$ cat src/sv/ugle_pkg.sv
// shared types and constants for the glyph layout engine
// no dependencies
`timescale 1ns / 1ps
package ugle_pkg;
  localparam int GlyphEntries = 256;
  localparam int KernEntries  = 256;

  localparam logic [1:0] ModeText  = 2'd0;
  localparam logic [1:0] ModeGlyph = 2'd1;
  localparam logic [1:0] ModeKern  = 2'd2;
  localparam logic [1:0] ModeReset = 2'd3;

  localparam logic [2:0] KindQuad     = 3'd0;
  localparam logic [2:0] KindFallback = 3'd1;
  localparam logic [2:0] KindWriteOk  = 3'd2;
  localparam logic [2:0] KindFull     = 3'd3;
  localparam logic [2:0] KindNoGlyph  = 3'd4;

  localparam logic [11:0] LineHeightReset = 12'd16;
  localparam logic [20:0] CodeNewline     = 21'd10;

  // register indexes
  localparam logic CfgLineHeight = 1'b0;
  localparam logic CfgMonospace  = 1'b1;

  // classified commands from the front part
  typedef enum logic [1:0] {
    OP_GLYPH = 2'd0,
    OP_KERN  = 2'd1,
    OP_CHAR  = 2'd2,
    OP_NEWSTR = 2'd3
  } op_e;

  typedef struct packed {
    op_e         op;
    logic [20:0] code;
    logic [20:0] prior;
    logic [47:0] rect;
    logic [35:0] metrics;
    logic [11:0] kern;
  } cmd_t;

  typedef enum logic [2:0] {
    ST_IDLE,
    ST_GSCAN,
    ST_KSCAN,
    ST_READ,
    ST_EMIT
  } back_state_e;

  function automatic logic signed [15:0] sat16(input logic signed [17:0] v);
    if (v > 18'sd32767) return 16'sh7fff;
    if (v < -18'sd32768) return 16'sh8000;
    return v[15:0];
  endfunction
endpackage

$ cat src/sv/ugle_queue.sv
// two-entry command queue between front and back parts
// depends on ugle_pkg
`timescale 1ns / 1ps
module ugle_queue (
  input  logic           clk_i,
  input  logic           rst_ni,
  input  logic           push_i,
  input  ugle_pkg::cmd_t push_data_i,
  input  logic           pop_i,
  output logic           not_empty_o,
  output logic           full_o,
  output ugle_pkg::cmd_t head_o
);
  ugle_pkg::cmd_t mem_q [2];
  logic       wr_q, rd_q;
  logic [1:0] cnt_q;

  assign not_empty_o = cnt_q != 2'd0;
  assign full_o      = cnt_q == 2'd2;
  assign head_o      = mem_q[rd_q];

  // storage
  always_ff @(posedge clk_i) begin
    if (push_i) mem_q[wr_q] <= push_data_i;
  end

  // pointers and fill count
  always_ff @(posedge clk_i or negedge rst_ni) begin
    if (!rst_ni) begin
      wr_q  <= 1'b0;
      rd_q  <= 1'b0;
      cnt_q <= '0;
    end else begin
      if (push_i) wr_q <= ~wr_q;
      if (pop_i) rd_q <= ~rd_q;
      cnt_q <= cnt_q + {1'b0, push_i} - {1'b0, pop_i};
    end
  end
endmodule

$ cat config.mk
export PLATFORM = sky130hd
export DESIGN_NAME = ugle_queue
export DESIGN_NICKNAME = d
export VERILOG_FILES = /design/src/sv/ugle_pkg.sv /design/src/sv/ugle_queue.sv
export SDC_FILE = /design/constraint.sdc
export NUM_CORES = 1
export LEC_CHECK = 0
export BUFFER_PORTS_ARGS = -buffer_cell sky130_fd_sc_hd__buf_2
export CAP_MARGIN = 15
export CORE_ASPECT_RATIO = 1.75
export CORE_MARGIN = 8
export CORE_UTILIZATION = 55
export DETAILED_ROUTE_END_ITERATION = 12
export HOLD_SLACK_MARGIN = 0.03
export PLACE_DENSITY = 0.83
export SKIP_LAST_GASP = 1
export SYNTH_ARGS = -nofsm -noshare
export SYNTH_HDL_FRONTEND = slang
export SYNTH_SLANG_ARGS = --single-unit
$ cat constraint.sdc
create_clock -name clk_i -period 17.8 [get_ports clk_i]
set_input_delay 3.56 -clock clk_i [delete_from_list [all_inputs] [get_ports clk_i]]
set_output_delay 3.56 -clock clk_i [all_outputs]
set_load 0.02 [all_outputs]
# Word level (Yosys, flattened, before mapping)
# Memories as Yosys holds them, arrays and structs flattened.
# Cells that the tools add are included.
# classes
add_sub_neg	2
multipliers	0
n_div	0
order_cmp	0
n_eq_ne	1
shift	0
muxes	2
bitwise	2
n_reduce_logical	1
# op_table
op	count
adder 2 x 1 -> 2 bit	1
== test 2 bit, second input constant	1
2-to-1 mux 1 bit	2
inverter 1 bit	2
nonzero test 2 bit	1
subtractor 2 x 1 -> 2 bit	1
# totals
register_bits	4
latch_bits	0
ramBits	280
mem_bits_ro	0
word_cells	12
mem_count	1
# memory_table
name	words	word_bits	read_ports	rd_clocked_by_memory_dff	wr	line_no	text
mem_q	2	140	1	0	1	ugle_queue.sv:14	ugle_pkg::cmd_t mem_q [2];

# Longest topological paths before layout
# logic_depth
word_depth	2
ltp_mapped	5

# Least setup slack after synthesis
# No wires, ideal clock.
# synth_path
kind	input port to flip-flop
from	in push_i
to	mem mem_q[0][0] in the netlist's numbering (enable)
setup_time_ns	0.658
arrival_time_ns	9.621
slack_ns	7.521
stages	1
cell_sequence	nor2b_1
# synth_via
elab_chain_len	2
# synth_lines
item	line_no	text
start, declared	ugle_queue.sv:7	input logic push_i,
2-to-1 mux 1 bit	ugle_queue.sv:24	if (push_i) mem_q[wr_q] <= push_data_i;
2-to-1 mux 1 bit (not written as such)	ugle_queue.sv:24	
end, declared	ugle_queue.sv:14	
# No other way between the ends.

==> flow_summary.json <==
{
  "via_per_inst": 5.23,
  "path_clk_slew_ns": 0.07,
  "worstPathCellList": "buf_4 > buf_4 > mux2_2 > buf_2",
  "synth_nets": 597,
  "hpwl_um": 15500,
  "die_h_um": 200,
  "ys_seq_elements": 284,
  "start_util": 0.558,
  "synthAdderAreaFrac": 0.00234,
  "cts-root-buf": "clkbuf_16",
  "holdWs_ns": 0.556,
  "synth_largest_area_cell": "edfxtp_1",
  "critPathKind": "reg -> out",
  "preCtsSetupSlack_ns": 11.10,
  "fp.dieW_um": 121,
  "seq_area_frac_synth": 0.797,
  "stdcell_count": 1019,
  "rsz0062_at_grt": "no",
  "tritoncts": "done",
  "drive_gt1_frac": 0.610,
  "synth_xor_area_frac": 0.00387,
  "avgSynthCellArea_um2": 23.7,
  "synthToLayoutAreaGrowth_pct": 22.7,
  "cts_max_path_buffers": 3,
  "worstPathArrival_ns": 3.62,
  "ant_nets": 0,
  "die-area_um2": 24300,
  "numClockSinks": 284,
  "fin_skew_ns": 0.00812,
  "worst_pin_slew_ns": 1.18,
  "grt.total_usage": 0.173,
  "clk_latency_ns": 0.50,
  "io_pins": 286,
  "portBuffers": 285,
  "drt-pass1-iter-count": 4,
  "synth_cells": 451,
  "cts-htree-levels": 1,
  "ys_types": 14,
  "worstSetupStartpointType": "register",
  "cap_violations": 0,
  "drt-total-wl_um": 22100,
  "fmax_mhz": 139,
  "setup_viol": 0,
  "outcome": "finished clean",
  "synth_area_leaders": "edfxtp_1, mux2_4, mux2_2, buf_6, dfrtp_1",
  "synth_compound_area_frac": 0,
  "grt_overflow": 0,
  "drc": 0,
  "post_cts_buffers": 0,
  "irDropWorstVdd_v": 0.000121,
  "critPathMaxFanout": 50,
  "period_minus_slack_ns": 7.18,
  "end_kind": "output pin",
  "cp_num_buf_inv": 3,
  "cts_buffers": 23,
  "synth_top_family_by_area": "multiplexers",
  "slew_headroom": 0.211,
  "period_share": 0.403,
  "postCtsResizedCells": 0,
  "grt_max_degree": 89,
  "rows": 67,
  "finalSetupTns_ns": 0,
  "ys_warn_count": 0,
  "wl_per_cell_um": 21.7,
  "hold_path.class": "reg -> reg",
  "antenna_found_initial": 11,
  "cpMostUsedCell": "buf_4",
  "coreArea_um2": 19100,
  "synth-simple-area-share": 0.00234,
  "max_stage_delay_ns": 0.92,
  "grt_pass1_vias": 5810,
  "crit_slowest_cell": "dfrtp_4",
  "hold_violations": 0,
  "r2r_slack_ns": 15.18,
  "placed_cells": 966,
  "critPathTopFamily": "buffers and inverters",
  "p_leak_nw": 5.19,
  "drt_iter0_drc": 315,
  "setup_slack_ns": 10.62,
  "synthesis.area_um2": 10700,
  "crit_required_ns": 14.24,
  "grt_pass1_wl_um": 32100,
  "drv_slew": 0,
  "p_total_mw": 2.18,
  "powerDensity_nw_per_um2": 166,
  "dr_total_vias": 5327,
  "cts-hold-fix-buffers": 0,
  "muxShareOfSynthArea": 0.179,
  "gp_congestion": 0.728,
  "fin_nets": 897,
  "synth_top_area_frac": 0.788
}
-- cell families after synthesis --
family                   after synthesis
buffers and inverters                 18
multiplexers                         140
XOR/XNOR                               3
flip-flops                           284
adder cells (fa/ha/maj)                2
AND/OR/NAND/NOR                        4
-- placed cells by master, fill, tap and decap left out, types with 2 or more instances in the layout --
| cell | n |
|---|---|
| buf_2 | 285 |
| buf_4 | 5 |
| bufinv_16 | 3 |
| clkbuf_1 | 4 |
| clkbuf_16 | 23 |
| clkinv_1 | 4 |
| clkinv_2 | 3 |
| clkinvlp_4 | 3 |
| dfrtp_1 | 3 |
| diode_2 | 11 |
| edfxtp_1 | 280 |
| ha_1 | 2 |
| inv_1 | 2 |
| mux2_2 | 50 |
| mux2_4 | 90 |
| xor2_1 | 2 |
-- sequential cells by signal, indices dropped and copies added (netlist names) --
register and count:
cnt_q 2, wr_q 1, mem_q 280, rd_q 1
-- synth_stat cells --
cell type,n
mux2_2,50
and2_1,1
nor2b_1,2
xor3_1,1
or2_2,1
buf_2,5
mux2_4,90
dfrtp_1,4
edfxtp_1,280
buf_8,1
buf_6,10
xor2_1,2
ha_1,2
inv_1,2
-- layer usage --
| metal | wire, um | part of all wire | GRT usage | vias up |
|---|---|---|---|---|
| li1 | - | - | - | 2412 |
| met5 | 20 | 0.00091 | 0 | - |
| met4 | 845 | 0.038 | 0.0926 | 4 |
| met2 | 12500 | 0.56 | 0.321 | 223 |
| met3 | 1670 | 0.076 | 0.0456 | 50 |
| met1 | 7090 | 0.32 | 0.166 | 2638 |
-- power by group --
part	switching, mW	leakage [nW]	internal, mW	total [mW]
clock network	0.213	0.354	0.282	0.496
logic	0.418	2.16	0.318	0.736
registers	0.0570	2.67	0.889	0.946
-- final cells by class --
cell class	count	area [um^2]
clock inverters	14	151
fillers	1251	6020
clock buffers	27	591
well taps	241	302
flip-flops and latches	284	8510
diodes	11	27.5
inverters	2	7.51
multi-input cells	149	2020
repair buffers	291	1490
-- stage by stage --
stage | cell area (um^2) | util
detailed placement | 12300 | 0.644
global placement | 12300 | 0.644
CTS | 13000 | 0.682
finish | 13100 | 0.685
global route | 13100 | 0.685
floorplan | 10700 | -
-- worst paths after layout --
kind / start / end / cells after the start
setup reg to reg: wr_q$_DFFE_PN0P_ / mem_q[0][114]$_DFFE_PP_ / 3
min in group asynchronous: rst_ni / cnt_q[0]$_DFF_PN0_ / 1
max in group asynchronous: rst_ni / rd_q$_DFFE_PN0P_ / 1
hold reg to reg: wr_q$_DFFE_PN0P_ / wr_q$_DFFE_PN0P_ / 1
hold / removal: wr_q$_DFFE_PN0P_ / wr_q$_DFFE_PN0P_ / 1
setup / recovery: rd_q$_DFFE_PN0P_ / head_o[139] / 4
No activity file was read; power rests on OpenSTA's default activity.
