## src/sv/ugle_pkg.sv

```systemverilog
// shared types and constants for the glyph layout engine
// no dependencies
`timescale 1ns / 1ps
package ugle_pkg;
  localparam int GlyphEntries = 256;
  localparam int KernEntries  = 256;

  localparam logic [1:0] ModeText  = 2'd0;
  localparam logic [1:0] ModeGlyph = 2'd1;
  localparam logic [1:0] ModeKern  = 2'd2;
  localparam logic [1:0] ModeReset = 2'd3;

  localparam logic [2:0] KindQuad     = 3'd0;
  localparam logic [2:0] KindFallback = 3'd1;
  localparam logic [2:0] KindWriteOk  = 3'd2;
  localparam logic [2:0] KindFull     = 3'd3;
  localparam logic [2:0] KindNoGlyph  = 3'd4;

  localparam logic [11:0] LineHeightReset = 12'd16;
  localparam logic [20:0] CodeNewline     = 21'd10;

  // register indexes
  localparam logic CfgLineHeight = 1'b0;
  localparam logic CfgMonospace  = 1'b1;

  // classified commands from the front part
  typedef enum logic [1:0] {
    OP_GLYPH = 2'd0,
    OP_KERN  = 2'd1,
    OP_CHAR  = 2'd2,
    OP_NEWSTR = 2'd3
  } op_e;

  typedef struct packed {
    op_e         op;
    logic [20:0] code;
    logic [20:0] prior;
    logic [47:0] rect;
    logic [35:0] metrics;
    logic [11:0] kern;
  } cmd_t;

  typedef enum logic [2:0] {
    ST_IDLE,
    ST_GSCAN,
    ST_KSCAN,
    ST_READ,
    ST_EMIT
  } back_state_e;

  function automatic logic signed [15:0] sat16(input logic signed [17:0] v);
    if (v > 18'sd32767) return 16'sh7fff;
    if (v < -18'sd32768) return 16'sh8000;
    return v[15:0];
  endfunction
endpackage

```

## src/sv/ugle_front.sv

```systemverilog
// front part: utf-8 decoding and command classification
// depends on ugle_pkg
`timescale 1ns / 1ps
module ugle_front (
  input  logic                clk_i,
  input  logic                rst_ni,
  input  logic                take_i,
  input  logic [1:0]          mode_i,
  input  logic [7:0]          text_byte_i,
  input  logic [20:0]         code_point_i,
  input  logic [20:0]         prior_code_i,
  input  logic [47:0]         rect_i,
  input  logic [35:0]         metrics_i,
  input  logic [11:0]         kern_i,
  output logic                push_o,
  output ugle_pkg::cmd_t      cmd_o
);
  logic [1:0]  pend_q, pend_d;
  logic [20:0] acc_q, acc_d;
  logic [20:0] cont;

  assign cont = {acc_q[14:0], text_byte_i[5:0]};

  // decode and classify
  always_comb begin
    pend_d = pend_q;
    acc_d  = acc_q;
    push_o = 1'b0;
    cmd_o.op      = ugle_pkg::OP_CHAR;
    cmd_o.code    = code_point_i;
    cmd_o.prior   = prior_code_i;
    cmd_o.rect    = rect_i;
    cmd_o.metrics = metrics_i;
    cmd_o.kern    = kern_i;
    if (take_i) begin
      unique case (mode_i)
        ugle_pkg::ModeGlyph: begin
          push_o = 1'b1;
          cmd_o.op = ugle_pkg::OP_GLYPH;
        end
        ugle_pkg::ModeKern: begin
          push_o = 1'b1;
          cmd_o.op = ugle_pkg::OP_KERN;
        end
        ugle_pkg::ModeReset: begin
          push_o = 1'b1;
          cmd_o.op = ugle_pkg::OP_NEWSTR;
          pend_d = '0;
          acc_d  = '0;
        end
        default: begin
          if (pend_q != 2'd0) begin
            acc_d  = cont;
            pend_d = pend_q - 2'd1;
            if (pend_q == 2'd1) begin
              push_o = 1'b1;
              cmd_o.code = cont;
            end
          end else if (!text_byte_i[7] || text_byte_i[7:6] == 2'b10) begin
            push_o = 1'b1;
            cmd_o.code = {13'd0, text_byte_i};
          end else if (text_byte_i[7:5] == 3'b110) begin
            acc_d  = {16'd0, text_byte_i[4:0]};
            pend_d = 2'd1;
          end else if (text_byte_i[7:4] == 4'b1110) begin
            acc_d  = {17'd0, text_byte_i[3:0]};
            pend_d = 2'd2;
          end else begin
            acc_d  = {18'd0, text_byte_i[2:0]};
            pend_d = 2'd3;
          end
        end
      endcase
    end
  end

  always_ff @(posedge clk_i or negedge rst_ni) begin
    if (!rst_ni) begin
      pend_q <= '0;
      acc_q  <= '0;
    end else begin
      pend_q <= pend_d;
      acc_q  <= acc_d;
    end
  end
endmodule

```

## config.mk

```make
export PLATFORM = sky130hd
export DESIGN_NAME = ugle_front
export DESIGN_NICKNAME = d
export VERILOG_FILES = /design/src/sv/ugle_pkg.sv /design/src/sv/ugle_front.sv
export SDC_FILE = /design/constraint.sdc
export NUM_CORES = 1
export LEC_CHECK = 0
export ABC_AREA = 1
export BUFFER_PORTS_ARGS = -buffer_cell sky130_fd_sc_hd__buf_4
export CELL_PAD_IN_SITES_DETAIL_PLACEMENT = 1
export CELL_PAD_IN_SITES_GLOBAL_PLACEMENT = 2
export CORE_MARGIN = 5
export CORE_UTILIZATION = 11
export DETAILED_ROUTE_END_ITERATION = 8
export HOLD_SLACK_MARGIN = 0.02
export PLACE_DENSITY_LB_ADDON = 0.05
export SKIP_LAST_GASP = 1
export SLEW_MARGIN = 20
export SYNTH_ARGS = -nofsm -noshare
export SYNTH_HDL_FRONTEND = slang
export SYNTH_SLANG_ARGS = --single-unit
```

## constraint.sdc

```tcl
create_clock -name clk_i -period 1.4 [get_ports clk_i]
set_clock_uncertainty 0.15 [all_clocks]
set_input_delay 0.07 -clock clk_i [delete_from_list [all_inputs] [get_ports clk_i]]
set_output_delay 0.07 -clock clk_i [all_outputs]
set_load 0.05 [all_outputs]
```

==> qor.yml, run 1 <==
avgSynthCellArea_um2: 6.94
ios: 292
initial_core_util_pct: 11.2
syn-num-nets: 446
async_reset_ff_share_pct: 100
numCtsBuffers: 3
cts-root-buf: "clkbuf_16"
ctsLongestPathBuffers: 2
postCtsSetupBuffers: 3
synth.most_common_cell: "buf_4"
gp_congestion: 0.614
status: "stopped before the end"
stop_stage: "4_1_cts"
synth_xor_area_share_pct: 0
postCtsResizedCells: 45
rows: 49
synth_edf_count: 0
ctsHoldBuffers: 101
yosys_most_used_dff: "dfrtp_1"
synth_top_family_by_area: "buffers and inverters"
post-dp-hpwl_mm: 5.00
synth-seq-cells: 17
synthTopCellsByCount: "buf_4, nand2_1, nand3_1"
synth.largest_area_cell: "buf_4"
die_width_um: 146
cts_sinks: 17
synth_compound_area_share_pct: 2.34
yosysWarnings: 0
stop_error: "[ERROR RSZ-0060] Max buffer count reached."
synth_area_leaders: "buf_4, dfrtp_1, nand2_1"
synth_area_um2: 2030
pre_cts_slack_ns: -0.259
ys_types: 19
synth-simple-area-share_pct: 28.6
synthAdderAreaFrac_pct: 1.23
ys_seq_area_share_pct: 20.9
synthMuxAreaShare_pct: 0
portBuffers: 57
syn_inst: 293
die_h_um: 146
synth_top_area_share_pct: 43.9
h-tree-depth: 1
## metrics by stage
step	cell area [um^2]	instances
after floorplan	2160	293
after global placement	2090	474
after detailed placement	2090	474
## cells by family after synthesis
logic type               after synthesis
AO/OA/AOI/OAI                          6
flip-flops                            17
adder cells (fa/ha/maj)                2
buffers and inverters                133
AND/OR/NAND/NOR                      135
==> inputs of run 2 (changes only) <==
CELL_PAD_IN_SITES_DETAIL_PLACEMENT = default   (was 1)
CELL_PAD_IN_SITES_GLOBAL_PLACEMENT = default   (was 2)
CORE_AREA = 5 5 109 111   (was default)
CORE_MARGIN = default   (was 5)
CORE_UTILIZATION = default   (was 11)
DIE_AREA = 0 0 114 116   (was default)
HOLD_SLACK_MARGIN = default   (was 0.02)
PLACE_DENSITY_LB_ADDON = 0.15   (was 0.05)
clock period = 1.8 ns   (was 1.4 ns; I/O delays follow)
==> qor.yml, run 2 <==
maxCapViolCount: 0
status: "complete, no violations"
arrival_ns: 1.48
fin_crit_ns: 1.72
rsz0062_at_grt: "yes"
critPathLaunch: "pend_q[1]"
synth_area_um2: 2030  # unchanged
clock_latency_ns: 0.25
avgSynthCellArea_um2: 6.94  # unchanged
ir_drop_mv: 0.376
gr-usage-met3_pct: 3.13
syn-num-nets: 446  # unchanged
startpoint_type: "flop"
clk_pin_slew_ns: 0.07
met2_usage_pct: 11.9
nets: 402
cts_sinks: 17  # unchanged
grt_max_degree: 20
cts_tree: "built"
slew_violations: 0
drt_first_pass_iters: 4
h-tree-depth: 1  # unchanged
finalPower_w: 0.00212
rows: 38  # -22%
largest_reg_flops: 15
portBuffers: 57  # unchanged
gr-usage-all-layers_pct: 8.45
ios: 292  # unchanged
grt_first_pass_wirelength_mm: 8.68
cp-end-kind: "primary output"
r2r-start: "pend_q[0]"
top_usage_layer: "met2"
layout_common_cells: "nand2_1, buf_4, nand3_1, dfrtp_1, buf_6"
initial_core_util_pct: 19.0  # +7.8 points
placed_cells: 372  # -22%
fin_setup_tns_ns: 0
timing_hold_violations_final: 0
synth_edf_count: 0  # unchanged
syn_inst: 293  # unchanged
ctsLongestPathBuffers: 2  # unchanged
finalSetupViolations: 0
drt_iter0_drc: 53
hp-class: "input pin to primary output"
cts-root-buf: "clkbuf_8"
synth_area_leaders: "buf_4, dfrtp_1, nand2_1"
fin_crit_sh_pct: 95.8
p_per_area_nw_per_um2: 1060
antenna_found_initial: 0
die_width_um: 114  # -22%
placed_area_um2: 1760  # -16%
layout-drive-gt1-share_pct: 33.1
fin_cells: 388
tightest_slew_ns: 0.331
numCtsBuffers: 3  # unchanged
drc: 0
wirelength_mm: 6.01
holdWs_ns: 0.0300
ys_types: 19  # unchanged
met1_usage_pct: 9.66
synth.most_common_cell: "buf_4"
synth-seq-cells: 17  # unchanged
ys_seq_area_share_pct: 20.9  # unchanged
die_h_um: 116  # -21%
via_count: 1463
die-area_um2: 13200
design_area_um2: 1990
post-dp-hpwl_mm: 4.43  # -11%
critical_path_required_ns: 1.56
synth_top_area_share_pct: 43.9  # unchanged
cp_max_fo: 15
grt_overflow_total: 0
yosysWarnings: 0  # unchanged
crit_type: "flop to primary output"
regMostFlops: "acc_q"
largestRegisters: "acc_q (15), pend_q (2)"
diodes: 0
viasPerCell: 3.77
grt_pass1_vias: 1547
core_um2: 10700
synthTopCellsByCount: "buf_4, nand2_1, nand3_1"
syn_to_final_growth_pct: -2.03
synth.largest_area_cell: "buf_4"
final_common_cell: "nand2_1"
async_reset_ff_share_pct: 100  # unchanged
hold_path_startpoint: "prior_code_i[12]"
yosys_most_used_dff: "dfrtp_1"
leakagePower_nw: 1.06
wl_per_cell_um: 15.5
max_slew_margin_pct: 77.8
max_freq_mhz: 580
ant_nets: 0
gp_congestion: 0.727  # +18%
==> run 2: cell counts after synthesis <==
Identical to the previous run, type by type.
==> run 2: kinds of logic (layout without fill, tap and decap cells) <==
kind of cell,Yosys count,after routing,share of synthesized area [%]
adders and majority gates,2,2,1.23
DFF,17,17,20.9
buffers and inverters,133,87,47.0
AOI/OAI and AO/OA,6,6,2.34
and+or+nand+nor,135,136,28.6
==> run 2: path summary, 6_finish.rpt <==
path	endpoint	slack (ns)	cells past startpoint
max in group asynchronous	pend_q[0]	1.17	2
min	cmd_o[108]	0.03	0
max reg2reg	acc_q[10]	0.18	6
min in group asynchronous	acc_q[13]	0.11	2
min reg2reg	acc_q[11]	0.33	2
max	cmd_o[123]	0.08	7
==> run 2: per-stage QoR <==
step           setup slack, ns  utilization (%)
2_1_floorplan           0.0850                -
3_3_place_gp             0.194             16.5
3_5_place_dp             0.156             16.5
4_1_cts               -0.00256             17.8
5_1_grt                -0.0156             18.6
6_report                0.0758             18.6
==> run 2: area by class of cell <==
cell class / count / area [um^2]
fill: 1229 / 8710
timing repair buffer: 71 / 601
clock buffer: 3 / 41.3
multi-input combinational: 144 / 698
clock inverter: 1 / 5.00
tap: 140 / 175
sequential: 17 / 427
inverter: 12 / 45.0
==> run 2: where the power goes <==
group	internal, W	switching [W]	leakage [nW]	total (W)
sequential	0.000513	0.000122	0.227	0.000635
combinational	0.000419	0.000773	0.809	0.00119
clock	0.000154	0.000140	0.0255	0.000294
total	0.00109	0.00103	1.06	0.00212
==> run 2: routing by layer <==
layer / vias to the layer above / wire length, um
met5: - / 0
met4: 0 / 500
met3: 40 / 729
met1: 621 / 2460
li1: 695 / -
met2: 107 / 2330
==> run 2: timing repair <==
action                     4_1_cts  5_1_grt
hold buffers                     7        0
buffers inserted                 1        3
pin swaps                        2        3
gates cloned                     0        1
setup endpoints to repair       21       21
hold endpoints to repair        23        0
gates resized for setup          6       11
==> run 2: worst max-delay path, cell delays in order (launching register included) <==
cell and delay, ns:
dfrtp_1 0.43, inv_2 0.11, nand2_4 0.09, nor2_4 0.11, buf_12 0.15, nand2_1 0.06, nand3_1 0.11, buf_6 0.17
No activity file was read; power rests on OpenSTA's default activity.
